**config.mk**
```make
export PLATFORM = sky130hd
export DESIGN_NAME = sdu_cfg
export DESIGN_NICKNAME = d
export VERILOG_FILES = /design/src/rtl/assert_macros.svh /design/src/rtl/sdu_pkg.sv /design/src/rtl/sdu_cfg.sv
export SDC_FILE = /design/constraint.sdc
export NUM_CORES = 1
export LEC_CHECK = 0
export ABC_AREA = 0
export BUFFER_PORTS_ARGS = -buffer_cell sky130_fd_sc_hd__buf_2
export CAP_MARGIN = 30
export CORE_ASPECT_RATIO = 1.2
export CORE_MARGIN = 5
export CORE_UTILIZATION = 40
export DETAILED_ROUTE_END_ITERATION = 6
export PLACE_DENSITY = 0.75
export SYNTH_ARGS = -nofsm -noshare
export SYNTH_HDL_FRONTEND = slang
export SYNTH_SLANG_ARGS = --single-unit
export TNS_END_PERCENT = 20
```
**constraint.sdc**
```tcl
create_clock -name clk -period 2.5 [get_ports clk]
set_clock_uncertainty 0.2 [all_clocks]
set_input_delay 0.5 -clock clk [delete_from_list [all_inputs] [get_ports clk]]
set_output_delay 0.5 -clock clk [all_outputs]
set_load 0.05 [all_outputs]
```
**src/rtl/assert_macros.svh**
```systemverilog
// Assertion macros shared by the unprojection RTL.
`ifndef ASSERT_MACROS_SVH
`define ASSERT_MACROS_SVH

// Check that a condition holds at every clock edge out of reset.
`define SDU_CHECK(lbl, expr) \
  lbl: assert property (@(posedge clk) disable iff (!rst_n) (expr)) \
    else $error("sdu: invariant violated");

// Check that a condition implies another one in the next cycle.
`define SDU_CHECK_NEXT(lbl, ante, cons) \
  lbl: assert property (@(posedge clk) disable iff (!rst_n) (ante) |=> (cons)) \
    else $error("sdu: sequencing violated");

`endif

```
**src/rtl/sdu_pkg.sv**
```systemverilog
// Types and constants of the stereo disparity unprojection unit.
package sdu_pkg;

  localparam int TAG_W   = 12;
  localparam int PIX_W   = 16;
  localparam int DISP_W  = 16;
  localparam int DIVR_W  = 15;  // positive disparity magnitude
  localparam int NUM_W   = 36;  // focal_baseline * 16
  localparam int COORD_W = 24;
  localparam int ADDR_W  = 6;
  localparam int DATA_W  = 64;

  localparam logic [44:0] CAM_LIM = 45'h0FF_FFFF_FFFF;  // 2^40 - 1

  typedef enum logic [2:0] {
    REG_FOCAL_BASELINE = 3'd0,
    REG_PRINCIPAL      = 3'd1,
    REG_INV_FOCAL      = 3'd2,
    REG_DEPTH_LIMIT    = 3'd3,
    REG_ROT_ROW0       = 3'd4,
    REG_ROT_ROW1       = 3'd5,
    REG_ROT_ROW2       = 3'd6,
    REG_CENTRE         = 3'd7
  } reg_idx_t;

  typedef struct packed {
    logic [31:0]      focal_baseline;
    logic [31:0]      principal;
    logic [47:0]      inv_focal;
    logic [31:0]      depth_limit;
    logic [2:0][59:0] rot_rows;
    logic [62:0]      centre;
  } cfg_t;

  typedef struct packed {
    logic [TAG_W-1:0]  tag;
    logic [PIX_W-1:0]  u;
    logic [PIX_W-1:0]  v;
    logic [DIVR_W-1:0] disp;
  } item_t;

  typedef struct packed {
    logic [TAG_W-1:0]          tag;
    logic [2:0][COORD_W-1:0]   world;  // index 0 = x, 1 = y, 2 = z
  } res_t;

endpackage

```
**src/rtl/sdu_cfg.sv**
```systemverilog
// APB register file holding the calibration of the unprojection unit.
module sdu_cfg (
  input  logic                         clk,
  input  logic                         rst_n,
  input  logic                         psel,
  input  logic                         penable,
  input  logic                         pwrite,
  input  logic [sdu_pkg::ADDR_W-1:0]   paddr,
  input  logic [sdu_pkg::DATA_W-1:0]   pwdata,
  output logic [sdu_pkg::DATA_W-1:0]   prdata,
  output logic                         pready,
  output sdu_pkg::cfg_t                cfg
);

  sdu_pkg::cfg_t    cfg_r;
  sdu_pkg::reg_idx_t idx;
  logic             wr;

  assign idx    = sdu_pkg::reg_idx_t'(paddr[5:3]);
  assign wr     = psel && penable && pwrite;
  assign pready = 1'b1;
  assign cfg    = cfg_r;

  always_ff @(posedge clk) begin
    if (!rst_n) begin
      cfg_r <= '0;
    end else if (wr) begin
      case (idx)
        sdu_pkg::REG_FOCAL_BASELINE: cfg_r.focal_baseline <= pwdata[31:0];
        sdu_pkg::REG_PRINCIPAL:      cfg_r.principal      <= pwdata[31:0];
        sdu_pkg::REG_INV_FOCAL:      cfg_r.inv_focal      <= pwdata[47:0];
        sdu_pkg::REG_DEPTH_LIMIT:    cfg_r.depth_limit    <= pwdata[31:0];
        sdu_pkg::REG_ROT_ROW0:       cfg_r.rot_rows[0]    <= pwdata[59:0];
        sdu_pkg::REG_ROT_ROW1:       cfg_r.rot_rows[1]    <= pwdata[59:0];
        sdu_pkg::REG_ROT_ROW2:       cfg_r.rot_rows[2]    <= pwdata[59:0];
        sdu_pkg::REG_CENTRE:         cfg_r.centre         <= pwdata[62:0];
        default: ;
      endcase
    end
  end

  always_comb begin
    case (idx)
      sdu_pkg::REG_FOCAL_BASELINE: prdata = {32'd0, cfg_r.focal_baseline};
      sdu_pkg::REG_PRINCIPAL:      prdata = {32'd0, cfg_r.principal};
      sdu_pkg::REG_INV_FOCAL:      prdata = {16'd0, cfg_r.inv_focal};
      sdu_pkg::REG_DEPTH_LIMIT:    prdata = {32'd0, cfg_r.depth_limit};
      sdu_pkg::REG_ROT_ROW0:       prdata = {4'd0, cfg_r.rot_rows[0]};
      sdu_pkg::REG_ROT_ROW1:       prdata = {4'd0, cfg_r.rot_rows[1]};
      sdu_pkg::REG_ROT_ROW2:       prdata = {4'd0, cfg_r.rot_rows[2]};
      sdu_pkg::REG_CENTRE:         prdata = {1'b0, cfg_r.centre};
      default:                     prdata = '0;
    endcase
  end

endmodule

```
Yosys cells after proc, flatten, opt, wreduce, memory -nomap -nowiden:

Index checks and enable logic that the tools add are counted.

* reductions and logical operators: 11
* equality and inequality tests: 7
* mux-type cells: 1

Operators by type and width (number)
* 64-bit one-hot mux with 8 select lines: 1
* 2-bit AND reduction: 8
* 3-bit == test (second input constant): 4
* 3-bit by 2-bit == test with 1-bit output (second input constant): 2
* 3-bit by 1-bit == test with 1-bit output (second input constant): 1
* 3-bit zero test: 1
* 1-bit logical AND: 2

* word-level logic and storage cells: 27
* output and inout bits: 452
* input bits: 75
* bits in registers: 387

Logic depth before layout (Yosys ltp):

* depth after elaboration: 3
* depth in mapped cells: 7

Worst setup path before layout:

OpenSTA, ideal clock, no wires.

* path kind: input -> output
* start point: input port paddr[4] in the netlist's numbering
* end point: output port prdata[13] in the netlist's numbering
* stages on the path: 7
* data required time: 1.800 ns
* slack: -0.317 ns
* data arrival time: 2.117 ns
* buffers on the path: 3
* path through: buf_4 nor2b_4 buf_4 buf_2 a221oi_1 a221oi_1 nor2_1

* longest elaborated chain between the ends: 2
* elaborated cells between the ends (all ways): 9
* those cells by class: 7 x eq/ne; 1 x mux; 1 x reduce/logical

RTL lines
* from (decl): line sdu_cfg.sv:8 `input logic [sdu_pkg::ADDR_W-1:0] paddr,`
* 3-bit == test (tied with other cells): line sdu_cfg.sv:43 `case (idx)`
* 64-bit one-hot mux with 8 select lines *: line sdu_cfg.sv:43
* to (decl): line sdu_cfg.sv:10 `output logic [sdu_pkg::DATA_W-1:0] prdata,`

Every way passes the cells marked *; elsewhere a longest branch is shown, timed or not. The select of a mux whose other input is x is not followed.

Worst setup path after layout:

* start point: register cfg_r, in the netlist cfg[124]
* end point: output port prdata[1] in the netlist's numbering

* longest elaborated chain between the ends: 1

RTL lines
* from (decl): line sdu_cfg.sv:15 `sdu_pkg::cfg_t cfg_r;`
* 64-bit one-hot mux with 8 select lines: line sdu_cfg.sv:43

Every way passes these cells. The select of a mux whose other input is x is not followed.

==> impl_metrics.json <==
{
  "status": "finished with violations",
  "violations": "negative setup slack",
  "min-delay-start": "pwdata[60]",
  "cp_slowest_stage_delay_ns": 0.32,
  "hold_path_class": "in -> reg",
  "synth-async-reset-ratio": 0,
  "yosysTopAreaCellShare": 0.441,
  "drive_gt1_frac": 0.340,
  "antenna_found_initial": 4,
  "finalMaxSlewViolations": 0,
  "ant_nets": 0,
  "synth_ff_type": "dfxtp_1",
  "reg2reg_from": "cfg[245]",
  "cp_data_required_time_ns": 1.80,
  "ys_types": 36,
  "syn_avg_cell_area_um2": 8.40,
  "finalNetCount": 2665,
  "cts_tree": "done",
  "busiest_layer": "met2",
  "worst_path_max_delay_cell": "dfxtp_2",
  "power_frac_comb": 0.107,
  "totalPowerFinal_mw": 13.3,
  "cts-root-buf": "clkbuf_16",
  "core-area_um2": 43600,
  "final_cell_mix": "nand2_1 (780), buf_2 (467), dfxtp_1 (360)",
  "hold_violations": 0,
  "synth_nets": 2168,
  "die_x_um": 201,
  "track_usage": 0.282,
  "cp_max_fo": 2,
  "initial_core_util": 0.403,
  "die_h_um": 240,
  "routed_via_density": 5.54,
  "fp-row-count": 84,
  "min_period_over_period": 1.03,
  "drt_iter0_drc": 1232,
  "switching_share": 0.254,
  "power.density_nw_per_um2": 561,
  "io_buffers": 520,
  "firstDrtPassIters": 7,
  "irDropWorstVdd_v": 0.000413,
  "power.switching_mw": 3.39,
  "crit_family": "compound AO/OA/AOI/OAI gates",
  "h-tree-depth": 2,
  "period_minus_slack_ns": 2.58,
  "die_area_um2": 48300,
  "p_seq_frac": 0.469,
  "ys_seq_elements": 387,
  "largest_reg_flops": 387,
  "setup_violations": 33,
  "insertion_delay_ns": 0.53,
  "cts_buffers": 40,
  "dpl.hpwl_um": 49000,
  "dp.cells": 3084,
  "layout_commonest_cell": "nand2_1",
  "crit_chain": "mux2_4, a22o_1, a221oi_2, buf_4, nor2_4, buf_8",
  "crit_buf_inv": 2,
  "grt_use_met3": 0.0617,
  "synth_edf_count": 0,
  "netlist_instances": 2093,
  "drc": 0,
  "final_cells": 3175,
  "critPathArrivalTime_ns": 1.88,
  "pin_count": 527,
  "timing.final.ws_setup_ns": -0.0770,
  "wl_um": 72500,
  "clockBufferDepth": 3,
  "area_delta_synth_final_pct": 35.2,
  "p_clk_frac": 0.424,
  "synth_area_um2": 17600,
  "gp_congestion": 0.926,
  "cp-start-kind": "flip-flop",
  "crit_path_start": "cfg[124]",
  "ys_seq_area_frac": 0.441,
  "clk_pin_slew_worst_paths_ns": 0.06,
  "grt_max_degree": 78,
  "gr-usage-met2": 0.480,
  "grt_pass1_vias": 17371,
  "worst_setup_path_end_kind": "primary output",
  "yosysWarnings": 0,
  "drv_cap": 0,
  "num_vias": 17589,
  "yosys-top-cells-area": "dfxtp_1 (44%), nand2_1 (17%), a21boi_0 (12%)",
  "grt.met1_usage": 0.347,
  "yosys.area.top_type": "dfxtp_1",
  "gr-total-overflow": 0,
  "routedWlPerCell_um": 22.8,
  "grt_pass1_wl_um": 107000,
  "cts.sinks": 387,
  "p_leak_nw": 9.95,
  "crit_type": "reg -> out",
  "fmax_mhz": 388,
  "rsz0062_at_grt": "yes",
  "p_int_mw": 9.95
}
## worst reg2reg max path: cells and delay by family, from the launching register on
family           cells  cell delay, ns
flip-flops           1            0.38
AO/OA/AOI/OAI        1            0.23
AND/OR/NAND/NOR      1            0.06
## cell type report
| cell class | count | area [µm²] |
|---|---|---|
| fill | 3849 | 19800 |
| tap | 559 | 699 |
| sequential | 387 | 7780 |
| antenna | 3 | 7.51 |
| clock buffer | 58 | 1160 |
| multi-input combinational | 1477 | 9150 |
| inverter | 23 | 86.3 |
| timing repair buffer | 661 | 4850 |
| clock inverter | 7 | 41.3 |
## cell usage after synthesis, types with 4 or more instances
master    number
mux2_1        12
inv_1         23
buf_6          8
mux4_2        33
mux2_2        12
buf_2         71
buf_4         41
a21boi_1     114
dfxtp_1      387
and2_1        13
nand2b_1       4
nor2_1        67
a211o_1        6
o22ai_1        4
a21boi_0     273
clkbuf_1      85
a221oi_1      46
a21oi_1        6
mux2i_1       39
nand2_1      782
a22o_1        38
## final timing paths
kind | end | slack, ns | cells after the start
max reg2reg | cfg[245] | 1.54 | 2
max | prdata[1] | -0.08 | 6
min reg2reg | cfg[30] | 0.27 | 2
min | cfg[60] | 0.02 | 3
## what timing repair did
item                                    in CTS  in global routing
pin swaps                                   13                 16
hold endpoints to repair                     2                  0
setup buffers                               14                  0
gates cloned                                 7                  1
hold buffers                                 2                  0
resized for setup                          149                 55
endpoints found under the setup margin      58                 59
## power by group through the flow
stage,combinational (mW),sequential (mW),clock [mW]
floorplan,0.668,6.53,0
global placement,1.25,6.39,0
detailed placement,1.26,6.39,0
CTS,1.39,6.25,5.72
global route,1.49,6.25,6.00
finish,1.43,6.25,5.65
## per-layer routing
metal	vias up	share of wire	routed length [µm]
met4	4	0.045	3240
met2	1003	0.48	34800
met5	-	0.00023	17
li1	7961	-	-
met3	205	0.089	6440
met1	8416	0.39	28000
## stage by stage
stage | setup TNS, ns | area [µm²] | hold slack (ns) | worst slack (ns) | utilization
5_1_grt | -2.90 | 23800 | 0.0256 | -0.184 | 0.545
3_3_place_gp | -7.09 | 21500 | 0.249 | -0.307 | 0.493
4_1_cts | -1.97 | 23500 | 0.000382 | -0.155 | 0.540
6_report | -0.949 | 23800 | 0.0239 | -0.0770 | 0.545
3_5_place_dp | -7.35 | 21500 | 0.261 | -0.293 | 0.493
2_1_floorplan | -3.24 | 17700 | 0.435 | -0.256 | -
## logic make-up after synthesis
logic type / Yosys count / share of synthesized area
buffers and inverters: 229 / 0.0661
and+or+nand+nor: 885 / 0.197
DFF: 387 / 0.441
AOI/OAI and AO/OA: 494 / 0.216
muxes: 96 / 0.0798
other: 2 / 0.000427
No activity file was read; power rests on OpenSTA's default activity.
