$ cat src/rtl/assert_macros.svh
// Assertion macros shared by the unprojection RTL.
`ifndef ASSERT_MACROS_SVH
`define ASSERT_MACROS_SVH

// Check that a condition holds at every clock edge out of reset.
`define SDU_CHECK(lbl, expr) \
  lbl: assert property (@(posedge clk) disable iff (!rst_n) (expr)) \
    else $error("sdu: invariant violated");

// Check that a condition implies another one in the next cycle.
`define SDU_CHECK_NEXT(lbl, ante, cons) \
  lbl: assert property (@(posedge clk) disable iff (!rst_n) (ante) |=> (cons)) \
    else $error("sdu: sequencing violated");

`endif

$ cat src/rtl/sdu_pkg.sv
// Types and constants of the stereo disparity unprojection unit.
package sdu_pkg;

  localparam int TAG_W   = 12;
  localparam int PIX_W   = 16;
  localparam int DISP_W  = 16;
  localparam int DIVR_W  = 15;  // positive disparity magnitude
  localparam int NUM_W   = 36;  // focal_baseline * 16
  localparam int COORD_W = 24;
  localparam int ADDR_W  = 6;
  localparam int DATA_W  = 64;

  localparam logic [44:0] CAM_LIM = 45'h0FF_FFFF_FFFF;  // 2^40 - 1

  typedef enum logic [2:0] {
    REG_FOCAL_BASELINE = 3'd0,
    REG_PRINCIPAL      = 3'd1,
    REG_INV_FOCAL      = 3'd2,
    REG_DEPTH_LIMIT    = 3'd3,
    REG_ROT_ROW0       = 3'd4,
    REG_ROT_ROW1       = 3'd5,
    REG_ROT_ROW2       = 3'd6,
    REG_CENTRE         = 3'd7
  } reg_idx_t;

  typedef struct packed {
    logic [31:0]      focal_baseline;
    logic [31:0]      principal;
    logic [47:0]      inv_focal;
    logic [31:0]      depth_limit;
    logic [2:0][59:0] rot_rows;
    logic [62:0]      centre;
  } cfg_t;

  typedef struct packed {
    logic [TAG_W-1:0]  tag;
    logic [PIX_W-1:0]  u;
    logic [PIX_W-1:0]  v;
    logic [DIVR_W-1:0] disp;
  } item_t;

  typedef struct packed {
    logic [TAG_W-1:0]          tag;
    logic [2:0][COORD_W-1:0]   world;  // index 0 = x, 1 = y, 2 = z
  } res_t;

endpackage

$ cat src/rtl/sdu_front.sv
// Front end: accept requests, drop non-positive disparities, queue the rest.
module sdu_front #(
  parameter int DEPTH = 4
) (
  input  logic                               clk,
  input  logic                               rst_n,
  input  logic                               push,
  output logic                               full,
  input  logic [sdu_pkg::TAG_W-1:0]          in_point_tag,
  input  logic [sdu_pkg::PIX_W-1:0]          in_pixel_u,
  input  logic [sdu_pkg::PIX_W-1:0]          in_pixel_v,
  input  logic signed [sdu_pkg::DISP_W-1:0]  in_disparity_raw,
  output logic                               fq_valid,
  output sdu_pkg::item_t                     fq_item,
  input  logic                               fq_pop
);

  localparam int AW = $clog2(DEPTH);
  localparam int CW = $clog2(DEPTH + 1);

  sdu_pkg::item_t mem_r [DEPTH];
  logic [AW-1:0]  wr_ptr_r, rd_ptr_r;
  logic [CW-1:0]  cnt_r;
  logic           accept, keep, pop;

  assign full     = (cnt_r == CW'(DEPTH));
  assign accept   = push && !full;
  // positive disparity only: sign clear and magnitude nonzero
  assign keep     = accept && !in_disparity_raw[sdu_pkg::DISP_W-1] &&
                    (in_disparity_raw != '0);
  assign fq_valid = (cnt_r != '0);
  assign pop      = fq_pop && fq_valid;
  assign fq_item  = mem_r[rd_ptr_r];

  always_ff @(posedge clk) begin
    if (keep) begin
      mem_r[wr_ptr_r] <= '{tag:  in_point_tag,
                           u:    in_pixel_u,
                           v:    in_pixel_v,
                           disp: in_disparity_raw[sdu_pkg::DIVR_W-1:0]};
    end
  end

  always_ff @(posedge clk) begin
    if (!rst_n) begin
      wr_ptr_r <= '0;
      rd_ptr_r <= '0;
      cnt_r    <= '0;
    end else begin
      if (keep) begin
        wr_ptr_r <= (wr_ptr_r == AW'(DEPTH - 1)) ? '0 : wr_ptr_r + 1'b1;
      end
      if (pop) begin
        rd_ptr_r <= (rd_ptr_r == AW'(DEPTH - 1)) ? '0 : rd_ptr_r + 1'b1;
      end
      case ({keep, pop})
        2'b10:   cnt_r <= cnt_r + 1'b1;
        2'b01:   cnt_r <= cnt_r - 1'b1;
        default: cnt_r <= cnt_r;
      endcase
    end
  end

endmodule

$ cat config.mk
export PLATFORM = sky130hd
export DESIGN_NAME = sdu_front
export DESIGN_NICKNAME = d
export VERILOG_FILES = /design/src/rtl/assert_macros.svh /design/src/rtl/sdu_pkg.sv /design/src/rtl/sdu_front.sv
export SDC_FILE = /design/constraint.sdc
export NUM_CORES = 1
export LEC_CHECK = 0
export BUFFER_PORTS_ARGS = -buffer_cell sky130_fd_sc_hd__buf_2
export CORE_MARGIN = 10
export CORE_UTILIZATION = 50
export DETAILED_ROUTE_END_ITERATION = 6
export PLACE_DENSITY = 0.71
export SYNTH_ARGS = -nofsm -noshare
export SYNTH_HDL_FRONTEND = slang
export SYNTH_SLANG_ARGS = --single-unit
$ cat constraint.sdc
create_clock -name clk -period 6.4 [get_ports clk]
set_clock_uncertainty 0.1 [all_clocks]
set_input_delay 0.64 -clock clk [delete_from_list [all_inputs] [get_ports clk]]
set_output_delay 0.64 -clock clk [all_outputs]
set_load 0.03 [all_outputs]
* Yosys cells after proc, flatten, opt, wreduce, memory -nomap -nowiden
Memories as Yosys holds them, arrays and structs flattened. A register that Yosys moved wholly into a read port is not among the register bits. Index checks and enable logic that the tools add are counted.
Word-level totals: register bits after elaboration 7, bits in latches 0, bits in writable memories 236, ROM bits 0, input port bits 64, output and inout port bits 61, memories 1
Operators by class: $add $sub $neg 4, $mul 0, divide/modulo/power cells 0, $lt $le $gt $ge 0, equality and inequality tests 5, shift-type cells 0, mux-type cells 7, bitwise gates (word level) 0, reductions and logical operators 9
Memory list:
- mem_r | words 4, bits a word 59, rd ports 1, clocked after Yosys merged registers in 1, wr ports 1, RTL line sdu_front.sv:21 | sdu_pkg::item_t mem_r [DEPTH];
Operator list (number):
- $reduce_bool A16 Y1 | 1
- $mux W2 | 4
- $eq A2 B2 Y1 const B | 3
- $pmux W3 S2 | 1
- $add A2 B1 Y2 const B | 2
- $logic_and A1 B1 Y1 | 4
- $add A3 B1 Y3 const B | 1
- $eq A3 B3 Y1 const B | 1
- $reduce_bool A3 Y1 | 1
- $sub A3 B1 Y3 const B | 1
- $eq A2 B1 Y1 const B | 1
- $logic_not A1 Y1 | 2
- $mux W1 | 2
- $reduce_bool A2 Y1 | 1

* Longest topological paths before layout
depth after elaboration 7, mapped depth 11, gate-level depth less buffers 10

* Least setup slack after synthesis
OpenSTA, ideal clock, no wires.
kind reg2reg, start register cnt_r[0], end memory mem_r[0][0] (netlist name) (enable), library setup time 0.423 ns, arrival 2.521 ns, data required time 5.877 ns, slack 3.356 ns, stages on the path, launching flop included 6, buffers on the path 1, clock period less this slack 3.044 ns, cells stage by stage dfxtp_1 inv_1 and3_1 and4bb_1 buf_6 and2_1
Between the ends: word-level cells in the longest chain between the ends 7
Ends and longest elaborated chain:
- start, declared | RTL line sdu_front.sv:23 | logic [CW-1:0] cnt_r;
- start signal, assigned | RTL line sdu_front.sv:57 | 2'b10: cnt_r <= cnt_r + 1'b1;
- start signal, assigned | RTL line sdu_front.sv:58 | 2'b01: cnt_r <= cnt_r - 1'b1;
- start signal, assigned | RTL line sdu_front.sv:59 | default: cnt_r <= cnt_r;
- $eq A3 B3 Y1 | RTL line sdu_front.sv:26 | assign full = (cnt_r == CW'(DEPTH));
- named net full | RTL line sdu_front.sv:8 | output logic full,
- $logic_not A1 Y1 | RTL line sdu_front.sv:27 | assign accept = push && !full;
- $logic_and A1 B1 Y1 | RTL line sdu_front.sv:27
- $logic_and A1 B1 Y1 (2 in a row) | RTL line sdu_front.sv:29 | assign keep = accept && !in_disparity_raw[sdu_pkg::DISP_W-1] &&
- $mux W1 | RTL line sdu_front.sv:36 | if (keep) begin
- $mux W1 (not written as such) | RTL line sdu_front.sv:37 | mem_r[wr_ptr_r] <= '{tag: in_point_tag,
- end, declared | RTL line sdu_front.sv:21
The timed path passes the listed nets, and every way through them passes these cells.

==> results.sh <==
export IMPL_outcome="completed"
export IMPL_p_clk_frac=0.322
export IMPL_filler_cell_count=1303
export IMPL_die_area_mm2=0.0239
export IMPL_grt_antenna_before_repair=2
export IMPL_power_density_mw_per_mm2=378
export IMPL_end_kind="output port"
export IMPL_vdd_drop_max_mv=0.242
export IMPL_seqPwrFrac=0.476
export IMPL_worst_slack_ps=2950
export IMPL_cpPeakStageDelay_ps=870
export IMPL_grt_total_usage=0.139
export IMPL_grt_pass1_wl_mm=26.0
export IMPL_p_leak_nw=3.53
export IMPL_crit_path_cell_trace="buf_4 > mux4_2 > buf_2"
export IMPL_reg2reg_from="cnt_r[0]"
export IMPL_wirelength_mm=16.8
export IMPL_place_ws_ps=3190
export IMPL_fin_nets=576
export IMPL_r2r_end="cnt_r[2]"
export IMPL_finalCritPeriodShare=0.539
export IMPL_synth_top_area_frac=0.783
export IMPL_crit_fanout=37
export IMPL_worst_ep_arrival_time_ps=2710
export IMPL_ys_types=25
export IMPL_finalSetupViolations=0
export IMPL_firstDrtPassIters=4
export IMPL_coreArea_mm2=0.0179
export IMPL_register_area_mm2=0.00727
export IMPL_cts_tree="yes"
export IMPL_post_cts_buffers=0
export IMPL_p_int_mw=2.91
export IMPL_yosys_top_cells_count="236 x edfxtp_1, 59 x mux4_2, 9 x dfxtp_1"
export IMPL_die_h_um=155
export IMPL_fin_crit_ps=3450
export IMPL_power_switching_mw=1.10
export IMPL_drt_wirelength_per_cell_um=22.3
export IMPL_postCtsHoldBufs=0
export IMPL_maxSlewViolCount=0
export IMPL_cp_top_family="flip-flops"
export IMPL_ys_warn_count=0
export IMPL_min_delay_worst_endpoint="mem_r[3][40]"
export IMPL_cts_resized_gates=0
export IMPL_yosysMostFrequentCell="edfxtp_1"
export IMPL_rows=49
export IMPL_p_total_mw=4.01
export IMPL_grt_start_max_net_pins=60
export IMPL_drc=0
export IMPL_maxCapViolCount=0
export IMPL_clk_insertion_delay_late_ps=510
export IMPL_syn_nets=439
export IMPL_syn_inst=368
export IMPL_slew_headroom=0.368
export IMPL_area_growth_pct=17.1
export IMPL_synthTopCellsByArea="edfxtp_1 78%, mux4_2 15%, dfxtp_1 2.0%"
export IMPL_yosysSeqAreaShare=0.803
export IMPL_async_flop_share=0
export IMPL_worstHoldStart="in_pixel_u[9]"
export IMPL_place_congestion=0.717
export IMPL_critPathBufInv=2
export IMPL_cts_buffer_depth=3
export IMPL_post_dp_hpwl_mm=9.94
export IMPL_dp_cells=708
export IMPL_worst_r2r_setup_slack_ps=3860
export IMPL_synth_edff_count=236
export IMPL_fmax_mhz=290
export IMPL_grt_pass1_vias=4565
export IMPL_syn_area_mm2=0.00905
export IMPL_tightestPinTransition_ps=948
export IMPL_grt_overflow=0
export IMPL_port_buffers=124
export IMPL_rsz0062_at_grt="no"
export IMPL_io_pins=125
export IMPL_multi_input_area_mm2=0.00165
export IMPL_clkSinkCount=245
export IMPL_ys_seq_elements=245
export IMPL_drt_iter0_markers=260
export IMPL_tns_ps=0
export IMPL_crit_required_ps=5660
export IMPL_hold_class="in2reg"
export IMPL_instances_no_fill=753
export IMPL_yosysTopAreaCell="edfxtp_1"
export IMPL_die_x_um=155
export IMPL_cts_reportedPaths_clkPinSlew_ps=60
export IMPL_ys_flop_type="edfxtp_1"
export IMPL_via_count=4148
export IMPL_crit_type="reg2out"
export IMPL_p_comb_frac=0.201
export IMPL_vias_per_cell=5.51
export IMPL_hold_viol_final=0
export IMPL_whs_path_depth=1
export IMPL_antenna_left=0
export IMPL_r2r_worst_path_cells=10
export IMPL_sw_frac_of_total=0.275
export IMPL_drive_gt1_frac=0.421
export IMPL_cts_root_buf="clkbuf_16"
export IMPL_syn_area_per_cell_um2=24.6
export IMPL_crit_slowest_cell="dfxtp_4"
export IMPL_numCtsBuffers=24
export IMPL_h_tree_depth=1
export IMPL_start_util=0.506
export IMPL_start_kind="flop"
final cells by class:
cell class,instances,area share
Sequential cell,245,0.686
Multi-Input combinational cell,101,0.156
Clock buffer,30,0.0608
Timing Repair Buffer,126,0.0600
Tap cell,229,0.0270
Clock inverter,14,0.00779
Inverter,7,0.00248
Antenna cell,1,0.000236
worst max path at each step:
stage                         from           to  cells after the start
4_1_cts                       flop  fq_item[33]                      3
3_3_place_gp   in_disparity_raw[3]     cnt_r[2]                     11
6_report                      flop  fq_item[32]                      3
5_1_grt                       flop  fq_item[33]                      3
2_1_floorplan             cnt_r[0]  mem_r[0][0]                      5
3_5_place_dp   in_disparity_raw[3]     cnt_r[2]                     11
state kept, by name, indices dropped and copies added (netlist names), named ones only:
name / cells
mem_r: 236
cnt_r: 3
rd_ptr_r: 2
wr_ptr_r: 2
layer usage:
metal | routed length, um | vias to the layer above | share of wire | global-route usage
li1 | - | 1840 | - | -
met1 | 7040 | 2154 | 0.42 | 0.176
met2 | 8360 | 126 | 0.50 | 0.232
met3 | 1130 | 26 | 0.067 | 0.0380
met4 | 265 | 2 | 0.016 | 0.0351
met5 | 13 | - | 0.00077 | 0
cell usage in the layout (no fill, tap or decap), types with 4 or more instances in the layout:
cell type  Yosys  routed
inv_1          7       7
clkbuf_1       4       5
buf_2          3     124
mux4_2        59      59
nor4_1         4       4
clkinv_1       0      10
ha_1           6       6
and2_4         0       4
clkbuf_16      0      25
dfxtp_1        9       7
nand2_1        8       8
edfxtp_1     236     236
per-stage QoR:
stage               instance area, um2   util  hold WS, ps
floorplan                         9050      -          367
detailed placement                9870  0.551          403
finish                           10600  0.592          252
global route                     10600  0.592          235
global placement                  9870  0.551          371
CTS                              10600  0.592          226
kinds of logic (layout without fill, tap and decap cells):
kind of cell               after synthesis  count (layout)  share of synthesized area
AOI/OAI and AO/OA                        5               5                    0.00359
xor gates and xnor gates                 2               2                    0.00193
adders and majority gates                7               7                     0.0105
buffers and inverters                   22             177                     0.0164
DFF                                    245             245                      0.803
muxes                                   61              61                      0.149
other                                    0               1                          0
and+or+nand+nor                         26              26                     0.0160
power by group through the flow:
| stage | Sequential, mW | Combinational (mW) | Clock (mW) |
|---|---|---|---|
| floorplan | 1.88 | 0.681 | 0 |
| global placement | 1.94 | 0.813 | 0 |
| detailed placement | 1.95 | 0.822 | 0 |
| CTS | 1.92 | 0.823 | 1.33 |
| global route | 1.93 | 0.859 | 1.39 |
| finish | 1.91 | 0.807 | 1.29 |
Note: power is estimated with default switching activity, not from simulation.
