`src/rtl/assert_macros.svh`:
```
// Assertion macros shared by the unprojection RTL.
`ifndef ASSERT_MACROS_SVH
`define ASSERT_MACROS_SVH

// Check that a condition holds at every clock edge out of reset.
`define SDU_CHECK(lbl, expr) \
  lbl: assert property (@(posedge clk) disable iff (!rst_n) (expr)) \
    else $error("sdu: invariant violated");

// Check that a condition implies another one in the next cycle.
`define SDU_CHECK_NEXT(lbl, ante, cons) \
  lbl: assert property (@(posedge clk) disable iff (!rst_n) (ante) |=> (cons)) \
    else $error("sdu: sequencing violated");

`endif

```
`src/rtl/sdu_pkg.sv`:
```
// Types and constants of the stereo disparity unprojection unit.
package sdu_pkg;

  localparam int TAG_W   = 12;
  localparam int PIX_W   = 16;
  localparam int DISP_W  = 16;
  localparam int DIVR_W  = 15;  // positive disparity magnitude
  localparam int NUM_W   = 36;  // focal_baseline * 16
  localparam int COORD_W = 24;
  localparam int ADDR_W  = 6;
  localparam int DATA_W  = 64;

  localparam logic [44:0] CAM_LIM = 45'h0FF_FFFF_FFFF;  // 2^40 - 1

  typedef enum logic [2:0] {
    REG_FOCAL_BASELINE = 3'd0,
    REG_PRINCIPAL      = 3'd1,
    REG_INV_FOCAL      = 3'd2,
    REG_DEPTH_LIMIT    = 3'd3,
    REG_ROT_ROW0       = 3'd4,
    REG_ROT_ROW1       = 3'd5,
    REG_ROT_ROW2       = 3'd6,
    REG_CENTRE         = 3'd7
  } reg_idx_t;

  typedef struct packed {
    logic [31:0]      focal_baseline;
    logic [31:0]      principal;
    logic [47:0]      inv_focal;
    logic [31:0]      depth_limit;
    logic [2:0][59:0] rot_rows;
    logic [62:0]      centre;
  } cfg_t;

  typedef struct packed {
    logic [TAG_W-1:0]  tag;
    logic [PIX_W-1:0]  u;
    logic [PIX_W-1:0]  v;
    logic [DIVR_W-1:0] disp;
  } item_t;

  typedef struct packed {
    logic [TAG_W-1:0]          tag;
    logic [2:0][COORD_W-1:0]   world;  // index 0 = x, 1 = y, 2 = z
  } res_t;

endpackage

```
`src/rtl/sdu_div.sv`:
```
// Pipelined restoring divider: depth = focal_baseline * 16 / disparity.
module sdu_div (
  input  logic                            clk,
  input  logic                            rst_n,
  input  logic                            adv,
  input  logic                            in_valid,
  input  sdu_pkg::item_t                  in_item,
  input  logic [31:0]                     focal_baseline,
  output logic                            out_valid,
  output sdu_pkg::item_t                  out_item,
  output logic [sdu_pkg::NUM_W-1:0]       out_quot
);

  localparam int N  = sdu_pkg::NUM_W;
  localparam int RW = sdu_pkg::DIVR_W;

  logic           v_r    [N];
  logic [RW-1:0]  rem_r  [N];
  logic [N-1:0]   nq_r   [N];   // dividend bits shift out, quotient bits shift in
  sdu_pkg::item_t meta_r [N];

  logic [RW-1:0]  rem_nxt  [N];
  logic [N-1:0]   nq_nxt   [N];
  sdu_pkg::item_t meta_nxt [N];

  always_comb begin
    logic [RW-1:0]  p_rem;
    logic [N-1:0]   p_nq;
    sdu_pkg::item_t p_meta;
    logic [RW:0]    cand;
    logic [RW:0]    diff;
    logic           ge;
    for (int s = 0; s < N; s++) begin
      if (s == 0) begin
        p_rem  = '0;
        p_nq   = {focal_baseline, 4'd0};
        p_meta = in_item;
      end else begin
        p_rem  = rem_r[s-1];
        p_nq   = nq_r[s-1];
        p_meta = meta_r[s-1];
      end
      cand        = {p_rem, p_nq[N-1]};
      ge          = (cand >= {1'b0, p_meta.disp});
      diff        = cand - {1'b0, p_meta.disp};
      rem_nxt[s]  = ge ? diff[RW-1:0] : cand[RW-1:0];
      nq_nxt[s]   = {p_nq[N-2:0], ge};
      meta_nxt[s] = p_meta;
    end
  end

  always_ff @(posedge clk) begin
    if (adv) begin
      for (int s = 0; s < N; s++) begin
        rem_r[s]  <= rem_nxt[s];
        nq_r[s]   <= nq_nxt[s];
        meta_r[s] <= meta_nxt[s];
      end
    end
  end

  always_ff @(posedge clk) begin
    if (!rst_n) begin
      for (int s = 0; s < N; s++) v_r[s] <= 1'b0;
    end else if (adv) begin
      v_r[0] <= in_valid;
      for (int s = 1; s < N; s++) v_r[s] <= v_r[s-1];
    end
  end

  assign out_valid = v_r[N-1];
  assign out_item  = meta_r[N-1];
  assign out_quot  = nq_r[N-1];

endmodule

```
`config.mk`:
```
export PLATFORM = sky130hd
export DESIGN_NAME = sdu_div
export DESIGN_NICKNAME = d
export VERILOG_FILES = /design/src/rtl/assert_macros.svh /design/src/rtl/sdu_pkg.sv /design/src/rtl/sdu_div.sv
export SDC_FILE = /design/constraint.sdc
export NUM_CORES = 2
export LEC_CHECK = 0
export BUFFER_PORTS_ARGS = -buffer_cell sky130_fd_sc_hd__buf_2
export CORE_MARGIN = 2
export CORE_UTILIZATION = 60
export DETAILED_ROUTE_END_ITERATION = 12
export GPL_ROUTABILITY_DRIVEN = 0
export PLACE_DENSITY = 0.75
export SLEW_MARGIN = 20
export SYNTH_ARGS = -nofsm -noshare
export SYNTH_HDL_FRONTEND = slang
export SYNTH_SLANG_ARGS = --single-unit
```
`constraint.sdc`:
```
create_clock -name clk -period 4.1 [get_ports clk]
set_input_delay 0.82 -clock clk [delete_from_list [all_inputs] [get_ports clk]]
set_output_delay 0.82 -clock clk [all_outputs]
set_load 0.01 [all_outputs]
```
Word-level counts from Yosys, hierarchy flattened --
Memory sizes are Yosys's and may differ from the RTL's. Index checks and enable logic that the tools add are counted.
Word-level totals: memory bits (read-only) 0, latch bits 0, memory bits (writable) 3996, logic and storage cells 189, memories 4, register bits 0, input bits 95, output and inout port bits 96
Cells by class: magnitude comparators 36, bitwise gates (word level) 36, eq/ne operators 0, reductions and logical operators 0, shift operators 0, add/subtract/negate cells 36, divide/modulo/power cells 0, mux-type cells 77, multipliers 0
Memory list:
- meta_r | words 36, bits a word 59, rd ports 36, clocked after memory_dff 0, wr ports 36, RTL line sdu_div.sv:20 | sdu_pkg::item_t meta_r [N];
- nq_r | words 36, bits a word 36, rd ports 36, clocked after memory_dff 0, wr ports 36, RTL line sdu_div.sv:19 | logic [N-1:0] nq_r [N];
- rem_r | words 36, bits a word 15, rd ports 35, clocked after memory_dff 0, wr ports 36, RTL line sdu_div.sv:18 | logic [RW-1:0] rem_r [N];
- v_r | words 36, bits a word 1, rd ports 36, clocked after memory_dff 0, wr ports 36, RTL line sdu_div.sv:17 | logic v_r [N];
Operators by type and width (count):
- $ge A16 B15 Y1 | 35
- $mux W15 | 36
- $sub A15 B15 Y15 | 35
- $mux W1 | 41
- $or A1 B1 Y1 | 36
- $ge A1 B15 Y1 | 1
- $sub A1 B15 Y15 | 1

Logic depth before layout (Yosys ltp) --
word-level depth 4, depth in mapped cells 13, mapped depth without buffers 11

Least setup slack after synthesis --
Ideal clock, no wire load.
path kind flip-flop to flip-flop, start point mem meta_r[2][59] (netlist bit), end point mem rem_r[10][12] (netlist bit) (data pin), path slack 1.140 ns, period minus slack after synthesis 2.960 ns, stages on the path, launching flop included 11, data required time 3.840 ns, arrival 2.700 ns, setup time 0.260 ns, buffers on the path 1, cell sequence edfxtp_1 -> ha_1 -> fa_1 -> nand2b_1 -> a21oi_1 -> a41o_1 -> a31oi_1 -> nor3_1 -> a2bb2oi_2 -> buf_2 -> mux2_2
RTL lines (RTL line):
- from (decl) | sdu_div.sv:20
- to (decl) | sdu_div.sv:18

==> impl_metrics.prom <==
# TYPE chip_impl_metric gauge
chip_impl_info{name="outcome",value="complete, but fails checks"} 1
chip_impl_info{name="failed_checks",value="design-rule violations"} 1
chip_impl_metric{name="layout_worst_path_cycle_share",unit=""} 0.863
chip_impl_metric{name="mappedNetlistNets",unit=""} 9153
chip_impl_metric{name="post_cts_buffers",unit=""} 0
chip_impl_metric{name="grt_antenna_before_repair",unit=""} 8
chip_impl_metric{name="static-leakage-power",unit="nW"} 60.9
chip_impl_metric{name="arrival",unit="ns"} 4.25
chip_impl_metric{name="fraction_of_registers_with_async_set_or_reset_after_synthesis",unit=""} 0
chip_impl_metric{name="vias_per_cell",unit=""} 5.61
chip_impl_metric{name="io-pin-count",unit=""} 191
chip_impl_metric{name="critical_path.n_buffers_inverters",unit=""} 2
chip_impl_metric{name="die_h",unit="um"} 499
chip_impl_metric{name="report.final.slew_viol_count",unit=""} 0
chip_impl_info{name="tritoncts",value="built"} 1
chip_impl_metric{name="grt-ovfl-total",unit=""} 0
chip_impl_metric{name="power.ir.vdd_worst",unit="mV"} 0.490
chip_impl_metric{name="synthesis.area_per_instance",unit="um^2"} 17.3
chip_impl_metric{name="die-area",unit="um^2"} 249000
chip_impl_metric{name="fp.coreArea",unit="um^2"} 243000
chip_impl_metric{name="vias_in_the_first_global_route",unit=""} 71100
chip_impl_metric{name="power_per_cell_area",unit="nW/um^2"} 687
chip_impl_info{name="worst_setup_path_end_kind",value="register"} 1
chip_impl_metric{name="layoutNonFillerInstCount",unit=""} 12700
chip_impl_metric{name="maximum_level_of_the_cts_h_tree",unit=""} 5
chip_impl_metric{name="number_of_iterations_in_the_first_detailed_routing_pass",unit=""} 10
chip_impl_metric{name="synth_cell_types",unit=""} 89
chip_impl_metric{name="ys.warnings.count",unit=""} 0
chip_impl_metric{name="slew_headroom",unit=""} 0.307
chip_impl_metric{name="report.power.total",unit="mW"} 114
chip_impl_metric{name="clock_sink_count",unit=""} 3847
chip_impl_metric{name="critical_path.max_stage_delay",unit="ns"} 0.73
chip_impl_metric{name="ff_latch_area",unit="um^2"} 116000
chip_impl_metric{name="grt_start_max_net_pins",unit=""} 155
chip_impl_metric{name="netlist_area",unit="um^2"} 147000
chip_impl_info{name="cp_slowest_cell",value="or3_1"} 1
chip_impl_metric{name="ant_nets",unit=""} 0
chip_impl_metric{name="synth_enable_flop_cells",unit=""} 3847
chip_impl_metric{name="drc",unit=""} 2
chip_impl_metric{name="num_vias",unit=""} 71100
chip_impl_info{name="crit_family",value="compound AO/OA/AOI/OAI gates"} 1
chip_impl_metric{name="layout_min_cycle_time",unit="ns"} 3.54
chip_impl_metric{name="first_pass_grt_wire_length",unit="mm"} 374
chip_impl_metric{name="required",unit="ns"} 4.82
chip_impl_metric{name="synth_seq_area_share",unit=""} 0.786
chip_impl_metric{name="fin_worst_skew",unit="ns"} 0.121
chip_impl_info{name="rsz0062_at_grt",value="no"} 1
chip_impl_metric{name="timing.final.hold_violations",unit=""} 0
chip_impl_metric{name="drv_cap",unit=""} 0
chip_impl_metric{name="filler_cell_count",unit=""} 15500
chip_impl_info{name="worst_setup_path_start_kind",value="register"} 1
chip_impl_metric{name="cp_max_fo",unit=""} 22
chip_impl_metric{name="avg_wl_per_cell",unit="um"} 18.6
chip_impl_metric{name="drive_above_1_share",unit=""} 0.120
chip_impl_metric{name="cts.hold.buffers_added",unit=""} 56
chip_impl_metric{name="num-nets-final",unit=""} 9813
chip_impl_metric{name="initial_core_utilization",unit=""} 0.603
chip_impl_metric{name="clkLatencyLatePin",unit="ns"} 0.99
chip_impl_metric{name="drt_first_iter_violations",unit=""} 6334
chip_impl_metric{name="number_of_register_bits_inferred_by_synthesis",unit=""} 3847
chip_impl_metric{name="number_of_placed_instances_with_taps_included",unit=""} 11900
chip_impl_info{name="synth_ff_type",value="edfxtp_1"} 1
chip_impl_metric{name="cts_resized",unit=""} 0
chip_impl_metric{name="achievable-frequency",unit="MHz"} 283
chip_impl_metric{name="clkSlewWorstSetupHoldPaths",unit="ns"} 0.06
chip_impl_info{name="timing_worst_setup_path_type",value="reg2reg"} 1
chip_impl_metric{name="die_w",unit="um"} 499
chip_impl_info{name="root_buffer",value="clkbuf_16"} 1
chip_impl_info{name="path_cells",value="inv_1, ha_1, fa_1, nor2b_4, o31a_1, o41a_1, a31oi_4, a31oi_1, or3_1, buf_4, nor2_2, a21oi_2"} 1
chip_impl_metric{name="place.port_buffers",unit=""} 190
chip_impl_metric{name="multi_input_area",unit="um^2"} 28500
chip_impl_metric{name="worst_slew_pin_slew",unit="ns"} 1.04
chip_impl_info{name="worst_hold_path_type",value="in2reg"} 1
chip_impl_metric{name="area_delta_synth_final",unit="%"} 12.4
chip_impl_metric{name="post-dp-hpwl",unit="mm"} 147
chip_impl_metric{name="detail_route.wirelength",unit="mm"} 235
chip_impl_metric{name="report.final.setup_viol",unit=""} 0
chip_impl_metric{name="grt_use_total",unit=""} 0.188
chip_impl_metric{name="core.rowCount",unit=""} 181
chip_impl_metric{name="synth_cells",unit=""} 8498
chip_impl_metric{name="totalNegativeSetupSlack",unit="ns"} 0
chip_impl_metric{name="cts_buffer_depth",unit=""} 4
chip_impl_metric{name="cts_inserted_buffers",unit=""} 387
## placed cells by master, fill, tap and decap left out, drive strengths merged, types with 49 or more instances in the layout
| cell | instances |
|---|---|
| a211oi | 56 |
| a21o | 115 |
| a21oi | 484 |
| a31oi | 70 |
| and3 | 67 |
| buf | 313 |
| clkbuf | 476 |
| clkinv | 146 |
| dlygate4sd3 | 56 |
| edfxtp | 3847 |
| ha | 526 |
| inv | 659 |
| mux2 | 176 |
| nand2 | 295 |
| nand2b | 79 |
| nand3 | 49 |
| nor2 | 493 |
| nor2b | 92 |
| nor3 | 53 |
| o21a | 102 |
| o21ai | 350 |
| xnor2 | 190 |
| xor2 | 151 |
## flip-flops by register name (all words and copies together) (netlist names)
register  flops
meta_r     2124
nq_r       1162
rem_r       525
v_r          36
## power breakdown
part	switching [mW]	internal (mW)	leakage, nW
clock	13.8	19.4	5.80
combinational	15.4	12.0	17.5
sequential	2.66	50.2	37.6
## cell type report
cell class,instances,area share
tap,3202,0.0243
clock inverter,206,0.0115
timing repair buffer,369,0.0168
inverter,649,0.0147
sequential,3847,0.699
multi-input combinational,3904,0.172
antenna,3,0.0000454
clock buffer,476,0.0609
## cells by family (layout without fill, tap and decap cells)
group | count (synthesis) | count (layout) | synth area share
AO/OA/AOI/OAI | 1460 | 1460 | 0.0637
other | 0 | 3 | 0
multiplexers | 201 | 201 | 0.0156
buffers and inverters | 747 | 1700 | 0.0200
XOR/XNOR | 341 | 341 | 0.0203
adder cells (fa/ha/maj) | 560 | 560 | 0.0494
flip-flops | 3847 | 3847 | 0.786
AND/OR/NAND/NOR | 1342 | 1342 | 0.0446
## final timing paths
path	startpoint	endpoint	slack, ns	cells past startpoint
worst min register to register	meta_r[4][102]	meta_r[4][161]	0.34	0
worst max register to register	nq_r[0][71]	rem_r[2][9]	0.56	12
worst max-delay path	nq_r[0][71]	rem_r[2][9]	0.56	12
worst min-delay path	focal_baseline[24]	nq_r[0][29]	0.07	1
## synthesized netlist by cell type (20+ instances only)
| master | count | area share |
|---|---|---|
| buf_2 | 26 | 0.00089 |
| fa_1 | 34 | 0.0046 |
| nand2_1 | 295 | 0.0075 |
| edfxtp_1 | 3847 | 0.79 |
| nand2b_1 | 79 | 0.0034 |
| xor2_1 | 151 | 0.0090 |
| xnor2_1 | 190 | 0.011 |
| a31oi_1 | 66 | 0.0028 |
| a21o_1 | 115 | 0.0059 |
| mux2i_1 | 25 | 0.0017 |
| or3_1 | 41 | 0.0017 |
| ha_1 | 526 | 0.045 |
| nor2b_1 | 88 | 0.0037 |
| nand4_1 | 40 | 0.0017 |
| nand3_1 | 49 | 0.0017 |
| clkbuf_1 | 56 | 0.0014 |
| a21oi_1 | 442 | 0.015 |
| and2_1 | 25 | 0.0011 |
| nor2_1 | 459 | 0.012 |
| o21ai_0 | 331 | 0.011 |
| and3_1 | 67 | 0.0029 |
| o31ai_1 | 32 | 0.0016 |
| nor3_1 | 52 | 0.0018 |
| o31a_1 | 34 | 0.0020 |
| a211oi_1 | 54 | 0.0028 |
| nor2_2 | 34 | 0.0014 |
| inv_1 | 649 | 0.017 |
| a21oi_2 | 42 | 0.0025 |
| o211ai_1 | 30 | 0.0015 |
| or2_2 | 20 | 0.00085 |
| mux2_2 | 152 | 0.012 |
| nor4_1 | 28 | 0.0012 |
| o21a_1 | 102 | 0.0052 |
## through the flow
step	util	hold WS, ns	instance area [um^2]	setup WS [ns]
floorplan	-	0.400	147000	1.14
global placement	0.627	0.400	153000	0.663
detailed placement	0.627	0.405	153000	0.586
CTS	0.678	0.00309	165000	0.579
global route	0.679	0.0185	165000	0.370
finish	0.679	0.0666	165000	0.563
## routing by layer
metal / share of wire / global-route usage
met4: 0.032 / 0.0676
met2: 0.49 / 0.313
met3: 0.055 / 0.0297
met1: 0.42 / 0.252
met5: 0.000055 / 0
## worst register-to-register path, delay by kind of cell, from the launching register on
family,cells,cell delay (ns)
adder cells (fa/ha/maj),2,0.46
flip-flops,1,0.40
AO/OA/AOI/OAI,5,1.11
buffers and inverters,2,0.42
AND/OR/NAND/NOR,3,0.89
Power figures use the tool's default switching activity.
